<file path="src/sv/wsdef_pkg.sv">
// Package: shared widths, constants and opcode helpers for the WebSocket frame deframer.
package wsdef_pkg;

   localparam int DataWidth    = 8;
   localparam int KindWidth    = 3;
   localparam int OpcodeWidth  = 4;
   localparam int LenWidth     = 64;
   localparam int LimitWidth   = 32;
   localparam int KeyWidth     = 32;
   localparam int PhaseWidth   = 3;
   localparam int CountWidth   = 3;
   localparam int IndexWidth   = 2;
   localparam int CsrDataWidth = 32;
   localparam int CsrAddrWidth = 3;

   localparam logic [LimitWidth-1:0] MaxLenReset = 32'd65536;

   localparam logic [PhaseWidth-1:0] PhHdr1  = 3'd0;
   localparam logic [PhaseWidth-1:0] PhHdr2  = 3'd1;
   localparam logic [PhaseWidth-1:0] PhExt16 = 3'd2;
   localparam logic [PhaseWidth-1:0] PhExt64 = 3'd3;
   localparam logic [PhaseWidth-1:0] PhMask  = 3'd4;
   localparam logic [PhaseWidth-1:0] PhData  = 3'd5;

   localparam logic [6:0] LenCodeExt16 = 7'd126;
   localparam logic [6:0] LenCodeExt64 = 7'd127;

   localparam logic [CountWidth-1:0] LastExt16 = 3'd1;
   localparam logic [CountWidth-1:0] LastExt64 = 3'd7;
   localparam logic [CountWidth-1:0] LastMask  = 3'd3;

   localparam logic RegMaxLen = 1'b0;

   function automatic logic opcode_valid(input logic [OpcodeWidth-1:0] op);
      opcode_valid = op inside {[4'd0:4'd2], [4'd8:4'd10]};
   endfunction

   function automatic logic [KindWidth-1:0] kind_of(input logic [OpcodeWidth-1:0] op);
      logic [OpcodeWidth-1:0] diff;
      diff = op - 4'd5;
      if (op <= 4'd2) begin
         kind_of = op[KindWidth-1:0];
      end else begin
         kind_of = diff[KindWidth-1:0];
      end
   endfunction

endpackage

</file>
<file path="src/sv/websocket_frame_deframer.sv">
// Top level: WebSocket receive-side frame deframer, one stream word per clock while req_stall is low.
// A word that yields a result has it registered; it shows at rsp_valid in the cycle after the word is accepted.
// Throughput: one word per cycle; the next word is taken while a result waits in the
// output register, and req_stall rises only when that register is full and stalled.
// Reset (synchronous): parser returns to the first header word, lock clears, limit = 65536.
module websocket_frame_deframer (
   input  logic                                   clock,
   input  logic                                   reset,
   input  logic                                   req_valid,
   output logic                                   req_stall,
   input  logic [wsdef_pkg::DataWidth-1:0]        req_data_byte,
   output logic                                   rsp_valid,
   input  logic                                   rsp_stall,
   output logic [wsdef_pkg::DataWidth-1:0]        rsp_payload_byte,
   output logic                                   rsp_has_byte,
   output logic [wsdef_pkg::KindWidth-1:0]        rsp_frame_kind,
   output logic                                   rsp_final_fragment,
   output logic                                   rsp_end_of_frame,
   output logic                                   rsp_protocol_error,
   input  logic                                   psel,
   input  logic                                   penable,
   input  logic                                   pwrite,
   input  logic [wsdef_pkg::CsrAddrWidth-1:0]     paddr,
   input  logic [wsdef_pkg::CsrDataWidth-1:0]     pwdata,
   output logic [wsdef_pkg::CsrDataWidth-1:0]     prdata,
   output logic                                   pready
);
   import wsdef_pkg::*;

   logic [LimitWidth-1:0]  max_len_ff, max_len_in;
   logic [PhaseWidth-1:0]  phase_ff, phase_in;
   logic [OpcodeWidth-1:0] opcode_ff, opcode_in;
   logic                   fin_ff, fin_in;
   logic                   mask_on_ff, mask_on_in;
   logic [LenWidth-1:0]    rem_ff, rem_in;
   logic [CountWidth-1:0]  count_ff, count_in;
   logic [KeyWidth-1:0]    key_ff, key_in;
   logic [IndexWidth-1:0]  index_ff, index_in;
   logic                   lock_ff, lock_in;

   logic                   out_valid_ff, out_valid_in;
   logic [DataWidth-1:0]   out_byte_ff, out_byte_in;
   logic                   out_has_ff, out_has_in;
   logic [KindWidth-1:0]   out_kind_ff, out_kind_in;
   logic                   out_fin_ff, out_fin_in;
   logic                   out_eof_ff, out_eof_in;
   logic                   out_err_ff, out_err_in;

   logic                   accept;
   logic                   cfg_write;
   logic                   len_done;
   logic [LenWidth-1:0]    len_new;
   logic                   len_mask;
   logic                   oversize;
   logic [DataWidth-1:0]   key_byte;
   logic [LimitWidth-1:0]  rem_dec;
   logic [6:0]             len7;

   assign req_stall = out_valid_ff & rsp_stall;
   assign accept    = req_valid & ~req_stall;

   assign pready    = 1'b1;
   assign cfg_write = psel & penable & pwrite & pready & (paddr[2] == RegMaxLen);
   assign prdata    = (paddr[2] == RegMaxLen) ? max_len_ff : '0;

   assign max_len_in = cfg_write ? pwdata : max_len_ff;

   assign len7     = req_data_byte[6:0];
   assign key_byte = key_ff[{~index_ff, 3'b000} +: DataWidth];
   assign rem_dec  = (rem_ff[LimitWidth-1:0] != '0) ? rem_ff[LimitWidth-1:0] - 1'b1 : '0;
   assign oversize = (len_new[LenWidth-1:LimitWidth] != '0) ||
                     (len_new[LimitWidth-1:0] > max_len_ff);

   always_comb begin
      phase_in   = phase_ff;
      opcode_in  = opcode_ff;
      fin_in     = fin_ff;
      mask_on_in = mask_on_ff;
      rem_in     = rem_ff;
      count_in   = count_ff;
      key_in     = key_ff;
      index_in   = index_ff;
      lock_in    = lock_ff;

      out_valid_in = out_valid_ff & rsp_stall;
      out_byte_in  = out_byte_ff;
      out_has_in   = out_has_ff;
      out_kind_in  = out_kind_ff;
      out_fin_in   = out_fin_ff;
      out_eof_in   = out_eof_ff;
      out_err_in   = out_err_ff;

      len_done = 1'b0;
      len_new  = rem_ff;
      len_mask = mask_on_ff;

      if (accept) begin
         out_valid_in = 1'b0;
      end

      if (accept && !lock_ff) begin
         case (phase_ff)
            PhHdr1: begin
               opcode_in = req_data_byte[OpcodeWidth-1:0];
               fin_in    = req_data_byte[7];
               key_in    = '0;
               index_in  = '0;
               count_in  = '0;
               rem_in    = '0;
               if (!opcode_valid(req_data_byte[OpcodeWidth-1:0])) begin
                  lock_in      = 1'b1;
                  out_valid_in = 1'b1;
                  out_byte_in  = '0;
                  out_has_in   = 1'b0;
                  out_kind_in  = '0;
                  out_fin_in   = 1'b0;
                  out_eof_in   = 1'b1;
                  out_err_in   = 1'b1;
               end else begin
                  phase_in = PhHdr2;
               end
            end
            PhHdr2: begin
               mask_on_in = req_data_byte[7];
               len_mask   = req_data_byte[7];
               count_in   = '0;
               rem_in     = '0;
               if (len7 == LenCodeExt16) begin
                  phase_in = PhExt16;
               end else if (len7 == LenCodeExt64) begin
                  phase_in = PhExt64;
               end else begin
                  len_new  = {{(LenWidth-7){1'b0}}, len7};
                  rem_in   = len_new;
                  len_done = 1'b1;
               end
            end
            PhExt16, PhExt64: begin
               len_new = {rem_ff[LenWidth-DataWidth-1:0], req_data_byte};
               rem_in  = len_new;
               if (count_ff >= ((phase_ff == PhExt16) ? LastExt16 : LastExt64)) begin
                  len_done = 1'b1;
               end else begin
                  count_in = count_ff + 1'b1;
               end
            end
            PhMask: begin
               key_in = {key_ff[KeyWidth-DataWidth-1:0], req_data_byte};
               if (count_ff >= LastMask) begin
                  count_in = '0;
                  index_in = '0;
                  if (rem_ff == '0) begin
                     phase_in     = PhHdr1;
                     out_valid_in = 1'b1;
                     out_byte_in  = '0;
                     out_has_in   = 1'b0;
                     out_kind_in  = kind_of(opcode_ff);
                     out_fin_in   = fin_ff;
                     out_eof_in   = 1'b1;
                     out_err_in   = 1'b0;
                  end else begin
                     phase_in = PhData;
                  end
               end else begin
                  count_in = count_ff + 1'b1;
               end
            end
            PhData: begin
               index_in     = index_ff + 1'b1;
               rem_in       = {{(LenWidth-LimitWidth){1'b0}}, rem_dec};
               if (rem_dec == '0) begin
                  phase_in = PhHdr1;
               end
               out_valid_in = 1'b1;
               out_byte_in  = req_data_byte ^ key_byte;
               out_has_in   = 1'b1;
               out_kind_in  = kind_of(opcode_ff);
               out_fin_in   = fin_ff;
               out_eof_in   = (rem_dec == '0);
               out_err_in   = 1'b0;
            end
            default: begin
               phase_in = PhHdr1;
            end
         endcase

         if (len_done) begin
            if (oversize) begin
               lock_in      = 1'b1;
               out_valid_in = 1'b1;
               out_byte_in  = '0;
               out_has_in   = 1'b0;
               out_kind_in  = '0;
               out_fin_in   = 1'b0;
               out_eof_in   = 1'b1;
               out_err_in   = 1'b1;
            end else begin
               count_in = '0;
               if (len_mask) begin
                  phase_in = PhMask;
               end else if (len_new == '0) begin
                  phase_in     = PhHdr1;
                  out_valid_in = 1'b1;
                  out_byte_in  = '0;
                  out_has_in   = 1'b0;
                  out_kind_in  = kind_of(opcode_ff);
                  out_fin_in   = fin_ff;
                  out_eof_in   = 1'b1;
                  out_err_in   = 1'b0;
               end else begin
                  phase_in = PhData;
               end
            end
         end
      end
   end

   always_ff @(posedge clock) begin
      if (reset) begin
         max_len_ff   <= MaxLenReset;
         phase_ff     <= PhHdr1;
         lock_ff      <= 1'b0;
         out_valid_ff <= 1'b0;
      end else begin
         max_len_ff   <= max_len_in;
         phase_ff     <= phase_in;
         lock_ff      <= lock_in;
         out_valid_ff <= out_valid_in;
      end
   end

   always_ff @(posedge clock) begin
      opcode_ff   <= opcode_in;
      fin_ff      <= fin_in;
      mask_on_ff  <= mask_on_in;
      rem_ff      <= rem_in;
      count_ff    <= count_in;
      key_ff      <= key_in;
      index_ff    <= index_in;
      out_byte_ff <= out_byte_in;
      out_has_ff  <= out_has_in;
      out_kind_ff <= out_kind_in;
      out_fin_ff  <= out_fin_in;
      out_eof_ff  <= out_eof_in;
      out_err_ff  <= out_err_in;
   end

   assign rsp_valid          = out_valid_ff;
   assign rsp_payload_byte   = out_byte_ff;
   assign rsp_has_byte       = out_has_ff;
   assign rsp_frame_kind     = out_kind_ff;
   assign rsp_final_fragment = out_fin_ff;
   assign rsp_end_of_frame   = out_eof_ff;
   assign rsp_protocol_error = out_err_ff;

   a_lock_silent: assert property (@(posedge clock) disable iff (reset)
      (lock_ff && !(out_valid_ff && rsp_stall)) |=> !rsp_valid)
      else $error("result issued while locked");

   a_error_shape: assert property (@(posedge clock) disable iff (reset)
      (rsp_valid && rsp_protocol_error) |-> (rsp_end_of_frame && !rsp_has_byte))
      else $error("error result without end mark or with data");

   a_event_ends: assert property (@(posedge clock) disable iff (reset)
      (rsp_valid && !rsp_has_byte) |-> rsp_end_of_frame)
      else $error("event result not marked end of frame");

   a_data_len: assert property (@(posedge clock) disable iff (reset)
      (phase_ff == PhData) |-> ((rem_ff != '0) && (rem_ff[LenWidth-1:LimitWidth] == '0)))
      else $error("payload phase with empty or oversize length");

   a_mask_count: assert property (@(posedge clock) disable iff (reset)
      (phase_ff == PhMask) |-> (count_ff <= LastMask))
      else $error("mask key count out of range");

endmodule

</file>
<file path="config.mk">
export PLATFORM = sky130hd
export DESIGN_NAME = websocket_frame_deframer
export DESIGN_NICKNAME = d
export VERILOG_FILES = /design/src/sv/wsdef_pkg.sv /design/src/sv/websocket_frame_deframer.sv
export SDC_FILE = /design/constraint.sdc
export NUM_CORES = 1
export LEC_CHECK = 0
export BUFFER_PORTS_ARGS = -buffer_cell sky130_fd_sc_hd__buf_2
export CORE_MARGIN = 10
export CORE_UTILIZATION = 40
export DETAILED_ROUTE_END_ITERATION = 16
export PLACE_DENSITY = 0.63
export REMOVE_ABC_BUFFERS = 1
export SYNTH_ARGS = -nofsm -noshare
export SYNTH_HDL_FRONTEND = slang
export SYNTH_SLANG_ARGS = --single-unit
</file>
<file path="constraint.sdc">
create_clock -name clock -period 4.5 [get_ports clock]
set_input_delay 0.675 -clock clock [delete_from_list [all_inputs] [get_ports clock]]
set_output_delay 0.675 -clock clock [all_outputs]
set_load 0.02 [all_outputs]
</file>
# ---- Word level (Yosys, flattened, before mapping)
# Index checks and enable logic that the tools add are counted.
dict set report word_totals {
  ff_bits 159
  input_bits 50
  output_inout_bits 50
  word_cells 168
}
dict set report classes {
  n_addsub 4
  n_lt_le_gt_ge 8
  eq_ne 8
  shifts 1
  mux 100
  bitwise_logic 9
  reduce_logical 21
}
# cell count
set ops {}
lappend ops {{$mux 64} 4}
lappend ops {{$pmux 64 s4} 1}
lappend ops {{$logic_not 64->1} 2}
lappend ops {{$pmux 64 s2} 1}
lappend ops {{$mux 3} 23}
lappend ops {{$mux 32} 2}
lappend ops {{$pmux 32 s2} 1}
lappend ops {{$reduce_bool 32->1} 2}
lappend ops {{$mux 8} 7}
lappend ops {{$mux 1} 47}
lappend ops {{$gt 32x32->1} 1}
lappend ops {{$logic_not 32->1} 1}
lappend ops {{$shiftx 32x6->8} 1}
lappend ops {{$sub 32x1->32 const B} 1}
lappend ops {{$pmux 8 s3} 1}
lappend ops {{$pmux 3 s3} 2}
lappend ops {{$pmux 1 s3} 5}
lappend ops {{$pmux 3 s5} 1}
lappend ops {{$eq 7x7->1 const B} 2}
lappend ops {{$mux 7} 2}
lappend ops {{$le 4x2->1 const B} 2}
lappend ops {{$xor 8x8->8} 1}
lappend ops {{$eq 3x2->1 const B} 2}
lappend ops {{$eq 3x3->1 const B} 2}
lappend ops {{26 further kinds} 37}

# ---- Longest topological paths before layout
# Gate-level depths: netlist (run 1).
dict set report logic_depth {
  word_depth 12
  mapped_depth 15
  depth_no_buf 14
}

# ---- Least setup slack after synthesis (run 1)
# OpenSTA, ideal clock, no wires.
dict set report synth_path {
  kind {input -> register}
  start {input port req_valid}
  end {register rem_ff[0] (enable)}
  setup_ns 0.507
  t_arrival_ns 4.277
  required_time_ns 3.993
  setup_slack_ns -0.284
  path_stages 3
  n_path_buf 0
  cell_sequence {a21boi_0 -> nand2_1 -> a21oi_1}
}
dict set report synth_between {
  elab_chain_cells 3
}
# item line
set synth_lines {}
lappend synth_lines {{start: declaration} websocket_frame_deframer.sv:9} ;# input logic req_valid,
lappend synth_lines {{$and 1x1->1} websocket_frame_deframer.sv:60} ;# assign accept = req_valid & ~req_stall;
lappend synth_lines {{$logic_and 1x1->1} websocket_frame_deframer.sv:101} ;# if (accept && !lock_ff) begin
lappend synth_lines {{$reduce_and 2->1 (no line)} -}
lappend synth_lines {{end signal: assignment} websocket_frame_deframer.sv:236} ;# rem_ff <= rem_in;
lappend synth_lines {{end: declaration} websocket_frame_deframer.sv:35} ;# logic [LenWidth-1:0] rem_ff, rem_in;
# Every way passes these cells.
# A chain may end at the register's enable or synchronous reset.

# ---- Worst setup path after layout (run 1)
dict set report layout_path {
  start {register phase_ff[1]}
  end {register out_kind_ff[2] (netlist: rsp_frame_kind[2]) (data pin)}
}
dict set report layout_between {
  elab_chain_cells 9
  word_cells_on_any_way 26
  classes_between {order compare (2); eq/ne (5); mux (14); reduce/logical (5)}
}
# item line
set layout_lines {}
lappend layout_lines {{start: declaration} websocket_frame_deframer.sv:31} ;# logic [PhaseWidth-1:0] phase_ff, phase_in;
lappend layout_lines {{start signal: assignment} websocket_frame_deframer.sv:221} ;# phase_ff <= PhHdr1;
lappend layout_lines {{start signal: assignment} websocket_frame_deframer.sv:226} ;# phase_ff <= phase_in;
lappend layout_lines {{$eq 3x2->1, on equally long branches} {websocket_frame_deframer.sv:102, websocket_frame_deframer.sv:141}}
lappend layout_lines {{$reduce_or 2->1} websocket_frame_deframer.sv:102} ;# case (phase_ff)
lappend layout_lines {{$pmux 64 s2} websocket_frame_deframer.sv:102}
lappend layout_lines {{$mux 64} websocket_frame_deframer.sv:101}
lappend layout_lines {{$mux 64 / $logic_not 64->1 (equally long branches)} {websocket_frame_deframer.sv:101, websocket_frame_deframer.sv:201}}
lappend layout_lines {{$gt 32x32->1 (tied with other cells)} websocket_frame_deframer.sv:72} ;# (len_new[LimitWidth-1:0] > max_len_ff);
lappend layout_lines {{$logic_or 1x1->1 / $mux 3 (equally long branches)} {websocket_frame_deframer.sv:71, websocket_frame_deframer.sv:199}}
lappend layout_lines {{$mux 3} websocket_frame_deframer.sv:188} ;# if (oversize) begin
lappend layout_lines {{$mux 3 (*)} websocket_frame_deframer.sv:187} ;# if (len_done) begin
lappend layout_lines {{end signal: assignment} websocket_frame_deframer.sv:242} ;# out_kind_ff <= out_kind_in;
lappend layout_lines {{end: declaration} websocket_frame_deframer.sv:44} ;# logic [KindWidth-1:0] out_kind_ff, out_kind_in;
# Mark *: on every way between the ends. The rest lies on a longest branch, timed or not. The select of a mux whose other input is x is not followed.

==> results of run 1 <==
-- metal layers --
layer	up-vias	share of wire	global-route usage
met4	0	0.012	0.0449
met1	3803	0.46	0.233
met2	274	0.46	0.270
li1	3771	-	-
met3	29	0.067	0.0420
met5	-	0	0
-- cell usage after synthesis (5+ instances only) --
cell,number,share of area
edfxtp_1,122,0.39
nand2_1,120,0.048
nor2_1,83,0.033
a21oi_1,67,0.036
clkbuf_1,66,0.026
o21ai_0,49,0.026
inv_1,46,0.018
ha_1,40,0.053
dfxtp_1,37,0.078
and3_1,35,0.023
and2_1,34,0.023
a22o_1,26,0.024
nor4_1,26,0.017
nor3_1,22,0.012
nand4_1,18,0.012
xor2_1,18,0.017
xnor2_1,15,0.014
a22oi_1,13,0.010
nand3_1,13,0.0069
nor2b_1,9,0.0060
a21o_1,8,0.0064
mux4_2,8,0.019
a211oi_1,5,0.0040
mux2i_1,5,0.0053
o22a_1,5,0.0046
o22ai_1,5,0.0033
or2_2,5,0.0033
-- kinds of logic after synthesis --
logic type	after synthesis	synth area share
xor gates and xnor gates	33	0.0306
DFF	159	0.466
other	1	0.000397
and+or+nand+nor	400	0.215
AOI/OAI and AO/OA	226	0.160
buffers and inverters	120	0.0497
adders and majority gates	40	0.0530
muxes	13	0.0244
-- power by group --
| group | switching, mW | internal, mW |
|---|---|---|
| Clock | 0.684 | 0.797 |
| Combinational | 0.541 | 0.366 |
| Sequential | 0.175 | 1.79 |
-- area by class of cell --
cell class | instances | area (µm²)
clock buffers | 18 | 429
repair buffers | 127 | 763
well taps | 319 | 399
inverters | 47 | 176
fillers | 2246 | 12400
multi-input cells | 713 | 4600
clock inverters | 14 | 173
flip-flops and latches | 159 | 4400
-- state kept, by name, indices dropped and copies added (netlist names) --
name,cells
fin_ff,1
index_ff,2
key_ff,32
mask_on_ff,1
rsp_final_fragment,1
rsp_payload_byte,8
rsp_valid,1
opcode_ff,4
rsp_frame_kind,3
max_len_ff,32
count_ff,3
phase_ff,3
lock_ff,1
rsp_end_of_frame,1
rem_ff,64
rsp_protocol_error,1
rsp_has_byte,1
-- per-stage QoR --
stage          area, µm²  power [mW]   util  setup WS, ns  std cells
2_1_floorplan       9150        2.55      -        -0.284        919
3_3_place_gp       10300        2.88  0.443         0.262       1365
3_5_place_dp       10300        2.90  0.443         0.229       1365
4_1_cts            10900        4.38  0.469         0.562       1397
5_1_grt            10900        4.59  0.469         0.183       1397
6_report           10900        4.36  0.469         0.478       1397
-- layout by cell type, fill, tap and decap left out, types with 5 or more instances in the layout --
cell type,instances
or2_2,5
buf_4,27
mux2i_1,5
a21o_1,8
clkbuf_16,17
edfxtp_1,122
o22a_1,5
o21ai_0,49
nand2_1,120
nor3_1,20
nor4_1,26
inv_1,46
a21oi_1,66
nand4_1,18
nand3_1,13
buf_2,96
and2_1,34
xor2_1,18
xnor2_1,15
o22ai_1,5
and3_1,35
nor2b_1,8
mux4_2,8
nor2_1,83
a22o_1,26
ha_1,40
a22oi_1,13
dfxtp_1,37
a211oi_1,5
-- worst max-delay path: stages (launching register included) --
cell and delay [ns]:
dfxtp_1 0.74, o21ba_2 0.28, nand3_1 0.14, buf_12 0.19, a22o_1 0.19, ha_1 0.29, o21a_1 0.18, o21ai_0 0.19
a211oi_1 0.11, a2111oi_0 0.43, buf_4 0.20, o221a_2 0.29, nand3_1 0.16, o21ai_0 0.31, o2bb2ai_1 0.15
-- final timing paths --
kind	depth (start not counted)	slack, ns	endpoint
worst min register to register	2	0.45	max_len_ff[22]$_SDFFE_PP0P_
worst max register to register	14	0.48	rsp_frame_kind[2]$_DFFE_PP_
worst min-delay path	2	0.45	max_len_ff[16]$_SDFFE_PP1P_
worst max-delay path	14	0.48	rsp_frame_kind[2]$_DFFE_PP_
==> summary.md, run 1 <==
| Metric | Value |
|---|---|
| Ys async rst share | 0 |
| Max-slew headroom | 0.221 |
| Hold Crit Class | in -> reg |
| Mean routed wirelength per cell | ~19 µm |
| Hold Worst Slack | 0.447 ns |
| Setup CP Type | reg -> reg |
| Core area | 23300 µm² |
| Startpoint types | flip-flop |
| Min Tclk post-route | slightly above 4 ns |
| Vias in the first global route | 7947 |
| F_max | 249 MHz |
| Worst r2r src | phase_ff[1]$_SDFFE_PP0P_ |
| Initial antenna violation count | 0 |
| Share of layout cells above drive strength 1 | 0.182 |
| Ys flop type | edfxtp_1 |
| Clock Sinks | 159 |
| Die Wd | 174 µm |
| Pin count of the biggest net entering global routing | 42 |
| Die height | between 150 and 200 µm |
| GRT overflow | 0 |
| I/O Pins | 100 |
| Status | finished clean |
| CP max FO | 25 |
| YS warnings | 0 |
| Netlist cell types | 75 |
| Starting Density | 0.405 |
| Post-synth EDFFs | approximately 120 |
| Final wirelength | roughly 26000 µm |
| Register bit total from synthesis | around 160 |
| Final #Nets | 1155 |
| DRC | 0 |
| P&R area growth vs syn | 15.9% |
| VDD IR max | 0.000245 V |
| Worst path arrival time | 4.31 ns |
| Crit path capture type | flip-flop |
| Sequential fraction of the synthesis area | 0.466 |
| Mapped Area | 9440 µm² |
| Worst setup startpoint | phase_ff[1]$_SDFFE_PP0P_ |
| Pleak | 4.20 nW |
| Worst-Skew Late Latency | 0.44 ns |
| Detailed router's first-iteration violation count | 781 |
| PortBufs | 96 |
| Max Buffers Root-to-Sink | 2 |
| Vias per Instance | ~5.6 |
| Setup TNS | 0 ns |
| Critical Path RT | 4.79 ns |
| Cts bufs inserted | 17 |
| Clock tree from TritonCTS | done |
| Gate count of the mapped netlist | 992 |
| DRT Pass-1 Iters | 5 |
| Hold_buf cts | 0 |
| Root Driver | clkbuf_16 |
| Setup Buffers After CTS | 0 |
| Post-DP HPWL | between 15000 and 20000 µm |
| Post-CTS Resized | 0 |
| Worst Tran Pin Value | 1.17 ns |
| ANT nets after route | 0 |
| RSZ-0062 raised after global routing | no |
| Std cell rows | 56 |
| Slew Viols, Final | 0 |
| Power density over cell area | 398 nW/µm² |
| Total GRT Usage | 0.172 |
| Placer Congestion | 0.944 |
| Max cap viols | 0 |
| N_diodes | 0 |
| Final setup violation count | 0 |
| H-tree depth | 4 |
| First-pass GRT wire length | 42700 µm |
| Fin. Hold Viols | 0 |
| Clock-pin slew on the worst setup and hold paths | 0.08 ns |
| Vias | slightly below 8k |
| Layout Skew | 0.0147 ns |
| Final period util | 0.894 |
| Hold Path Origin | pwdata[16] |
| Synth Area per Inst | between 9 and 10 µm² |
| Die area | 30100 µm² |
Power figures use the tool's default switching activity.
==> run 2: changes to the inputs <==
--- a/config.mk
+++ b/config.mk
@@ -6,8 +6,10 @@
 export NUM_CORES = 1
 export LEC_CHECK = 0
 export BUFFER_PORTS_ARGS = -buffer_cell sky130_fd_sc_hd__buf_2
+export CAP_MARGIN = 20
 export CORE_MARGIN = 10
 export CORE_UTILIZATION = 40
+export CTS_BUF_LIST = sky130_fd_sc_hd__clkbuf_16
 export DETAILED_ROUTE_END_ITERATION = 16
 export PLACE_DENSITY = 0.63
 export REMOVE_ABC_BUFFERS = 1
==> summary.md, run 2 (synthesized netlist as in run 1, its figures left out) <==
| Metric | Value |
|---|---|
| Final worst slack | 0.490 ns (+0.0127 ns) |
| Die area | 30100 µm² (unchanged) |
| Fin. Hold Viols | 0 (unchanged) |
| Die Wd | 174 µm (unchanged) |
| Setup Buffers After CTS | 0 (unchanged) |
| DRC | 0 (unchanged) |
| VDD IR max | 0.000227 V (-7.0%) |
| Max-slew headroom | 0.349 (+0.128) |
| Hold Crit Class | in -> reg |
| Worst r2r src | phase_ff[1]$_SDFFE_PP0P_ |
| PortBufs | 96 (unchanged) |
| First-pass GRT wire length | 42400 µm (-0.69%) |
| Worst path arrival time | 4.30 ns (about the same) |
| RSZ-0062 raised after global routing | no |
| Post-DP HPWL | 18400 µm (about the same) |
| Worst Tran Pin Value | 0.975 ns (-0.193 ns) |
| Post-Place Worst Slack | 0.213 ns (-0.0155 ns) |
| Starting Density | 0.405 (unchanged) |
| I/O Pins | 100 (unchanged) |
| Final period util | 0.891 (-0.00281) |
| Highest routed layer | met4 |
| Most common cell after layout, fill and taps aside | edfxtp_1 |
| Mean routed wirelength per cell | 18.5 µm (-0.58%) |
| Crit path capture type | flip-flop |
| P&R area growth vs syn | 16.0% (about the same) |
| F_max | 249 MHz (+0.32%) |
| Critical path's largest stage delay | 0.73 ns (about the same) |
| Reg2reg setup slack | 0.49 ns (about the same) |
| Most frequent cells in the layout | edfxtp_1, nand2_1, buf_2 |
| Max cap viols | 0 (unchanged) |
| Std cell rows | 56 (unchanged) |
| Met3 wire length | 1790 µm (+3.8%) |
| Post-CTS Resized | 0 (unchanged) |
| H-tree depth | 4 (unchanged) |
| Clock tree from TritonCTS | done |
| Setup CP Type | reg -> reg |
| Clock Sinks | 159 (unchanged) |
| ANT nets after route | 0 (unchanged) |
| Crit-path cells | o21ba_2 > nand3_1 > buf_12 > a22o_1 > ha_1 > o21a_1 > o21ai_0 > a211oi_1 > a2111oi_0 > buf_4 > o221a_2 > nand3_1 > o21ai_0 > o2bb2ai_1 |
| Share of layout cells above drive strength 1 | 0.183 (+0.000758) |
| Final setup violation count | 0 (unchanged) |
| Cts bufs inserted | 17 (unchanged) |
| Critical Path RT | 4.79 ns (about the same) |
| Final wirelength | 25800 µm (-0.51%) |
| Pleak | 4.21 nW (+0.26%) |
| Root Driver | clkbuf_16 |
| Layout fillers | 2249 (+0.13%) |
| Vias in the first global route | 7909 (-0.48%) |
| Biggest register | rem_ff |
| Die height | 174 µm (unchanged) |
| Hold Path Origin | pwdata[16] |
| Pin count of the biggest net entering global routing | 42 (unchanged) |
| Startpoint types | flip-flop |
| Vias | 7871 (-0.076%) |
| DRT Pass-1 Iters | 5 (unchanged) |
| Power Total | 4.35 mW (about the same) |
| Status | finished clean |
| Max Buffers Root-to-Sink | 2 (unchanged) |
| Detailed router's first-iteration violation count | 703 (-10%) |
| Final Core Density | 0.469 (about the same) |
| Regs by FF count | rem_ff x64, key_ff x32, max_len_ff x32 |
| Power density over cell area | 398 nW/µm² (-0.17%) |
| Hold_buf cts | 0 (unchanged) |
| Worst-Skew Late Latency | 0.43 ns (about the same) |
| GRT overflow | 0 (unchanged) |
| Reg2reg end | rsp_frame_kind[2]$_DFFE_PP_ |
| Max FFs per register | 64 (unchanged) |
| Min Tclk post-route | 4.01 ns (-0.0127 ns) |
| Core area | 23300 µm² (unchanged) |
| Hold endpoint | max_len_ff[16]$_SDFFE_PP1P_ |
| CP max FO | 25 (unchanged) |
| Slew Viols, Final | 0 (unchanged) |
| Final #Nets | 1156 (+0.087%) |
| Total GRT Usage | 0.171 (-0.00166) |
| Initial antenna violation count | 0 (unchanged) |
| Placer Congestion | 0.944 (unchanged) |
| Worst Hold Depth | 2 (unchanged) |
| Clock-pin slew on the worst setup and hold paths | 0.07 ns (about the same) |
| WL met1 | 11700 µm (-1.9%) |
| Vias per Instance | 5.63 (-0.15%) |
| N_diodes | 0 (unchanged) |
| Layout Skew | 0.0112 ns (-0.00351 ns) |
| Met2 wire len | 12000 µm (+0.51%) |
| Slowest-stage cell, CP | dfxtp_1 |
| Setup TNS | 0 ns (unchanged) |
| Number of cells on the worst reg-to-reg path | 14 (unchanged) |
## run 2: cell count changes in the layout (fill, tap and decap cells not counted)
cell      delta
clkinv_4     -1
buf_8        +1
inv_6        +1
clkbuf_1     -1
inv_8        +1
inv_1        +1
clkinv_8     -1
## run 2: worst max-delay path: cells and delay by family (launching register included)
| family | cells | cell delay (ns) |
|---|---|---|
| compound gates | 9 | 2.14 |
| flops | 1 | 0.73 |
| buf+inv | 2 | 0.40 |
| simple gates | 2 | 0.31 |
| fa+ha+maj | 1 | 0.29 |
## run 2: layer usage
layer	track usage	up-vias
met3	0.0442	30
met5	0	-
li1	-	3773
met2	0.272	303
met4	0.0417	0
met1	0.227	3765
## run 2: metrics by stage
| stage | hold WS, ns | instances | area (µm²) |
|---|---|---|---|
| finish | 0.450 | 1398 | 11000 |
| global route | 0.436 | 1398 | 11000 |
| CTS | 0.436 | 1398 | 11000 |
| detailed placement | 0.447 | 1366 | 10400 |
| global placement | 0.441 | 1365 | 10300 |
| floorplan | 0.430 | 919 | 9150 |
## run 2: power breakdown
part	total (mW)	switching [mW]	internal [mW]
Clock	1.48	0.683	0.795
Sequential	1.97	0.174	1.79
Combinational	0.908	0.541	0.367
## run 2: how the worst max path moves through the flow
stage / from / endpoint / slack (ns)
floorplan: req_valid / rem_ff[0]$_DFFE_PP_ / -0.28
global placement: req_data_byte[6] / rsp_frame_kind[0]$_DFFE_PP_ / 0.26
detailed placement: req_data_byte[6] / rsp_frame_kind[2]$_DFFE_PP_ / 0.21
CTS: phase_ff[1]$_SDFFE_PP0P_ / rsp_frame_kind[2]$_DFFE_PP_ / 0.53
global route: phase_ff[1]$_SDFFE_PP0P_ / rsp_frame_kind[0]$_DFFE_PP_ / 0.1
finish: phase_ff[1]$_SDFFE_PP0P_ / rsp_frame_kind[2]$_DFFE_PP_ / 0.49
## run 2: cell type report
cell class                 count  area, µm²  area share
tap                          319        399      0.0364
clock inverter                15        171      0.0157
clock buffer                  17        425      0.0388
multi-input combinational    713       4600       0.420
inverter                      47        176      0.0161
timing repair buffer         128        778      0.0711
sequential                   159       4400       0.402
==> run 3: changes to the inputs <==
--- a/config.mk
+++ b/config.mk
@@ -5,6 +5,7 @@
 export SDC_FILE = /design/constraint.sdc
 export NUM_CORES = 1
 export LEC_CHECK = 0
+export ABC_AREA = 1
 export BUFFER_PORTS_ARGS = -buffer_cell sky130_fd_sc_hd__buf_2
 export CAP_MARGIN = 20
 export CORE_MARGIN = 10
==> summary.md, run 3 <==
| Metric | Value |
|---|---|
| Total GRT Usage | 0.180 (+0.00939) |
| First-pass GRT wire length | 45900 µm (+8.5%) |
| Crit-path cells | buf_2 > inv_1 > nand2_1 > nor2_2 > nand2_2 > nand3_2 > buf_4 > nand3_1 > nand2_1 > nand2_1 > o21ai_0 > ha_1 > nand2_1 > inv_1 > o21ai_0 > a21oi_1 > o21ba_2 > nor2_1 > nand2_1 > nand2_1 > nand3_2 > inv_1 > nand4_1 > o21ai_1 |
| DRT Pass-1 Iters | 5 (unchanged) |
| Most common cell after layout, fill and taps aside | nand2_1 |
| Crit path capture type | flip-flop |
| Worst path arrival time | 4.17 ns (-0.13 ns) |
| VDD IR max | 0.000209 V (-8.3%) |
| Clock-pin slew on the worst setup and hold paths | 0.07 ns (about the same) |
| Final setup violation count | 0 (unchanged) |
| Setup crit end | rsp_frame_kind[2]$_DFFE_PP_ |
| Detailed router's first-iteration violation count | 788 (+12%) |
| Startpoint types | input port |
| Number of cells on the worst reg-to-reg path | 21 (+7) |
| Vias | 9239 (+17%) |
| Reg2reg setup slack | 0.65 ns (+0.16 ns) |
| Power density over cell area | 378 nW/µm² (-5.0%) |
| Critical Path RT | 4.78 ns (about the same) |
| Netlist cell types | 43 (-43%) |
| Placed instance area | 10900 µm² (+4.8%) |
| Die area | 31800 µm² (+5.6%) |
| I/O Pins | 100 (unchanged) |
| Mean routed wirelength per cell | 16.1 µm (-13%) |
| Post-Layout Cell Count | 1763 (+26%) |
| Switch share | 0.337 (+0.0161) |
| Hold Crit Class | in -> reg |
| Pin count of the biggest net entering global routing | 65 (+55%) |
| Regs by FF count | rem_ff x64, key_ff x32, max_len_ff x32 |
| Clock Power Share | 0.327 (-0.012) |
| Core area | 24500 µm² (+5.1%) |
| Initial antenna violation count | 0 (unchanged) |
| Max Buffers Root-to-Sink | 2 (unchanged) |
| Starting Density | 0.409 (+0.00457) |
| Mapped Area | 10000 µm² (+6.3%) |
| P&R area growth vs syn | 13.6% |
| Worst setup startpoint | req_data_byte[0] |
| Placer Congestion | 0.940 (-0.48%) |
| Setup CP Type | in -> reg |
| Critical path's largest stage delay | 0.30 ns (-0.43 ns) |
| Combinational share of power | 0.236 (+0.027) |
| N_diodes | 0 (unchanged) |
| Final wirelength | 28500 µm (+10%) |
| Status | finished clean |
| Std cell rows | 57 (+1.8%) |
| Root Driver | clkbuf_16 |
| Cts bufs inserted | 17 (unchanged) |
| DRC | 0 (unchanged) |
| Reg2reg end | rsp_frame_kind[2]$_DFFE_PP_ |
| PortBufs | 96 (unchanged) |
| Share of layout cells above drive strength 1 | 0.118 (-0.0644) |
| Max cap viols | 0 (unchanged) |
| Sequential fraction of the synthesis area | 0.439 (-0.0278) |
| Slowest-stage cell, CP | ha_1 |
| ANT nets after route | 0 (unchanged) |
| Gate count of the mapped netlist | 1343 (+35%) |
| Biggest register | rem_ff |
| Vias per Instance | 5.24 (-6.9%) |
| Clock Sinks | 159 (unchanged) |
| Most frequent cell after synthesis | nand2_1 |
| Sequential Power Share | 0.436 (-0.016) |
| Max-slew headroom | 0.411 (+0.0622) |
| Crit path top cell by count | nand2_1 |
| Pleak | 4.97 nW (+18%) |
| YS warnings | 0 (unchanged) |
| Max FFs per register | 64 (unchanged) |
| Post-synth top area cell | edfxtp_1 |
| Post-DP HPWL | 21100 µm (+15%) |
| Post-synth EDFFs | 122 (unchanged) |
| Slew Viols, Final | 0 (unchanged) |
| Worst Tran Pin Value | 0.884 ns (-0.0911 ns) |
| Hold_buf cts | 0 (unchanged) |
| Psw | 1.45 mW (+4.0%) |
| F_max | 257 MHz (+2.9%) |
| Setup Buffers After CTS | 0 (unchanged) |
| Fin. Hold Viols | 0 (unchanged) |
| Setup TNS | 0 ns (unchanged) |
| CP max FO | 11 (-56%) |
| Final #Nets | 1516 (+31%) |
| Synth area leaders | edfxtp_1, nand2_1, nor2_1 |
| Most frequent cells in the layout | nand2_1, nor2_1, inv_1 |
| Worst-Skew Late Latency | 0.43 ns (about the same) |
| P_int | 2.86 mW (-3.3%) |
| Die Wd | 178 µm (+2.8%) |
| GRT overflow | 0 (unchanged) |
| Final period util | 0.866 (-0.0249) |
| Post-CTS Resized | 0 (unchanged) |
| Register bit total from synthesis | 159 (unchanged) |
| Final Core Density | 0.465 (-0.00432) |
| Worst r2r src | phase_ff[0]$_SDFFE_PP0P_ |
| Top cells by count, synth | nand2_1, nor2_1, inv_1 |
| Ys async rst share | 0 (unchanged) |
| Placed insts | 1731 (+27%) |
| Min Tclk post-route | 3.90 ns (-0.112 ns) |
| RSZ-0062 raised after global routing | no |
| Final Cell Area | 11400 µm² (+4.2%) |
| Top cell type's share of synthesized area | 0.365 (-0.0231) |
| Vias in the first global route | 8946 (+13%) |
| Synth Area per Inst | 7.48 µm² (-21%) |
| Layout Skew | 0.0125 ns (+0.00133 ns) |
| Die height | 178 µm (+2.8%) |
| Clock tree from TritonCTS | done |
| Ys flop type | edfxtp_1 |
| H-tree depth | 4 (unchanged) |
## run 3: cell count changes after synthesis, moves of 34 or more
cell / change
nand3_1: +78
o21ai_0: +97
and2_1: -34
inv_1: +135
and3_1: -34
nand2_1: +125
clkbuf_1: -37
nor2_1: +137
## run 3: logic make-up after synthesis
family          after synthesis  share of synthesized area
buf+inv                     234                     0.0923
xor+xnor                     18                     0.0157
fa+ha+maj                    40                     0.0499
simple gates                616                      0.260
flops                       159                      0.439
other cells                   1                   0.000374
compound gates              275                      0.143
## run 3: worst min-delay path by stage
stage,start,endpoint,slack [ns],cells after the start
after floorplan,lock_ff$_SDFFE_PP0P_,lock_ff$_SDFFE_PP0P_,0.43,2
after global placement,lock_ff$_SDFFE_PP0P_,lock_ff$_SDFFE_PP0P_,0.44,2
after detailed placement,lock_ff$_SDFFE_PP0P_,lock_ff$_SDFFE_PP0P_,0.45,2
after CTS,reset,phase_ff[1]$_SDFFE_PP0P_,0.43,2
after global routing,reset,rsp_valid$_SDFF_PP0_,0.45,2
final,reset,rsp_valid$_SDFF_PP0_,0.45,2
## run 3: area by class of cell
class,count,area (µm²)
Clock buffer,17,425
Clock inverter,15,134
Fill cell,2561,13100
Inverter,188,708
Multi-Input combinational cell,950,4720
Sequential cell,159,4400
Tap cell,324,405
Timing Repair Buffer,110,611
## run 3: routing by layer
| metal | global-route usage | vias up | share of wire |
|---|---|---|---|
| li1 | - | 4634 | - |
| met1 | 0.241 | 4238 | 0.46 |
| met2 | 0.288 | 329 | 0.46 |
| met3 | 0.0285 | 38 | 0.059 |
| met4 | 0.0654 | 0 | 0.022 |
| met5 | 0 | - | 0 |
## run 3: critical path: cells and delay by family
family,cells,cell delay [ns]
and+or+nand+nor,13,1.69
AOI/OAI and AO/OA,5,0.80
buffers and inverters,5,0.70
adders and majority gates,1,0.30
## run 3: through the flow
step                worst slack, ns  power, mW  hold slack (ns)
floorplan                    -0.489       2.59            0.430
detailed placement            0.183       2.93            0.454
finish                        0.602       4.31            0.446
global route                  0.211       4.56            0.451
global placement              0.299       2.91            0.445
CTS                           0.623       4.33            0.432
## run 3: power groups by stage
stage                     clock network, mW  registers (mW)  logic, mW
after CTS                              1.43            1.88       1.02
after global routing                   1.49            1.90       1.17
after global placement                    0            1.91      0.999
after detailed placement                  0            1.91       1.02
final                                  1.41            1.88       1.02
after floorplan                           0            1.91      0.674
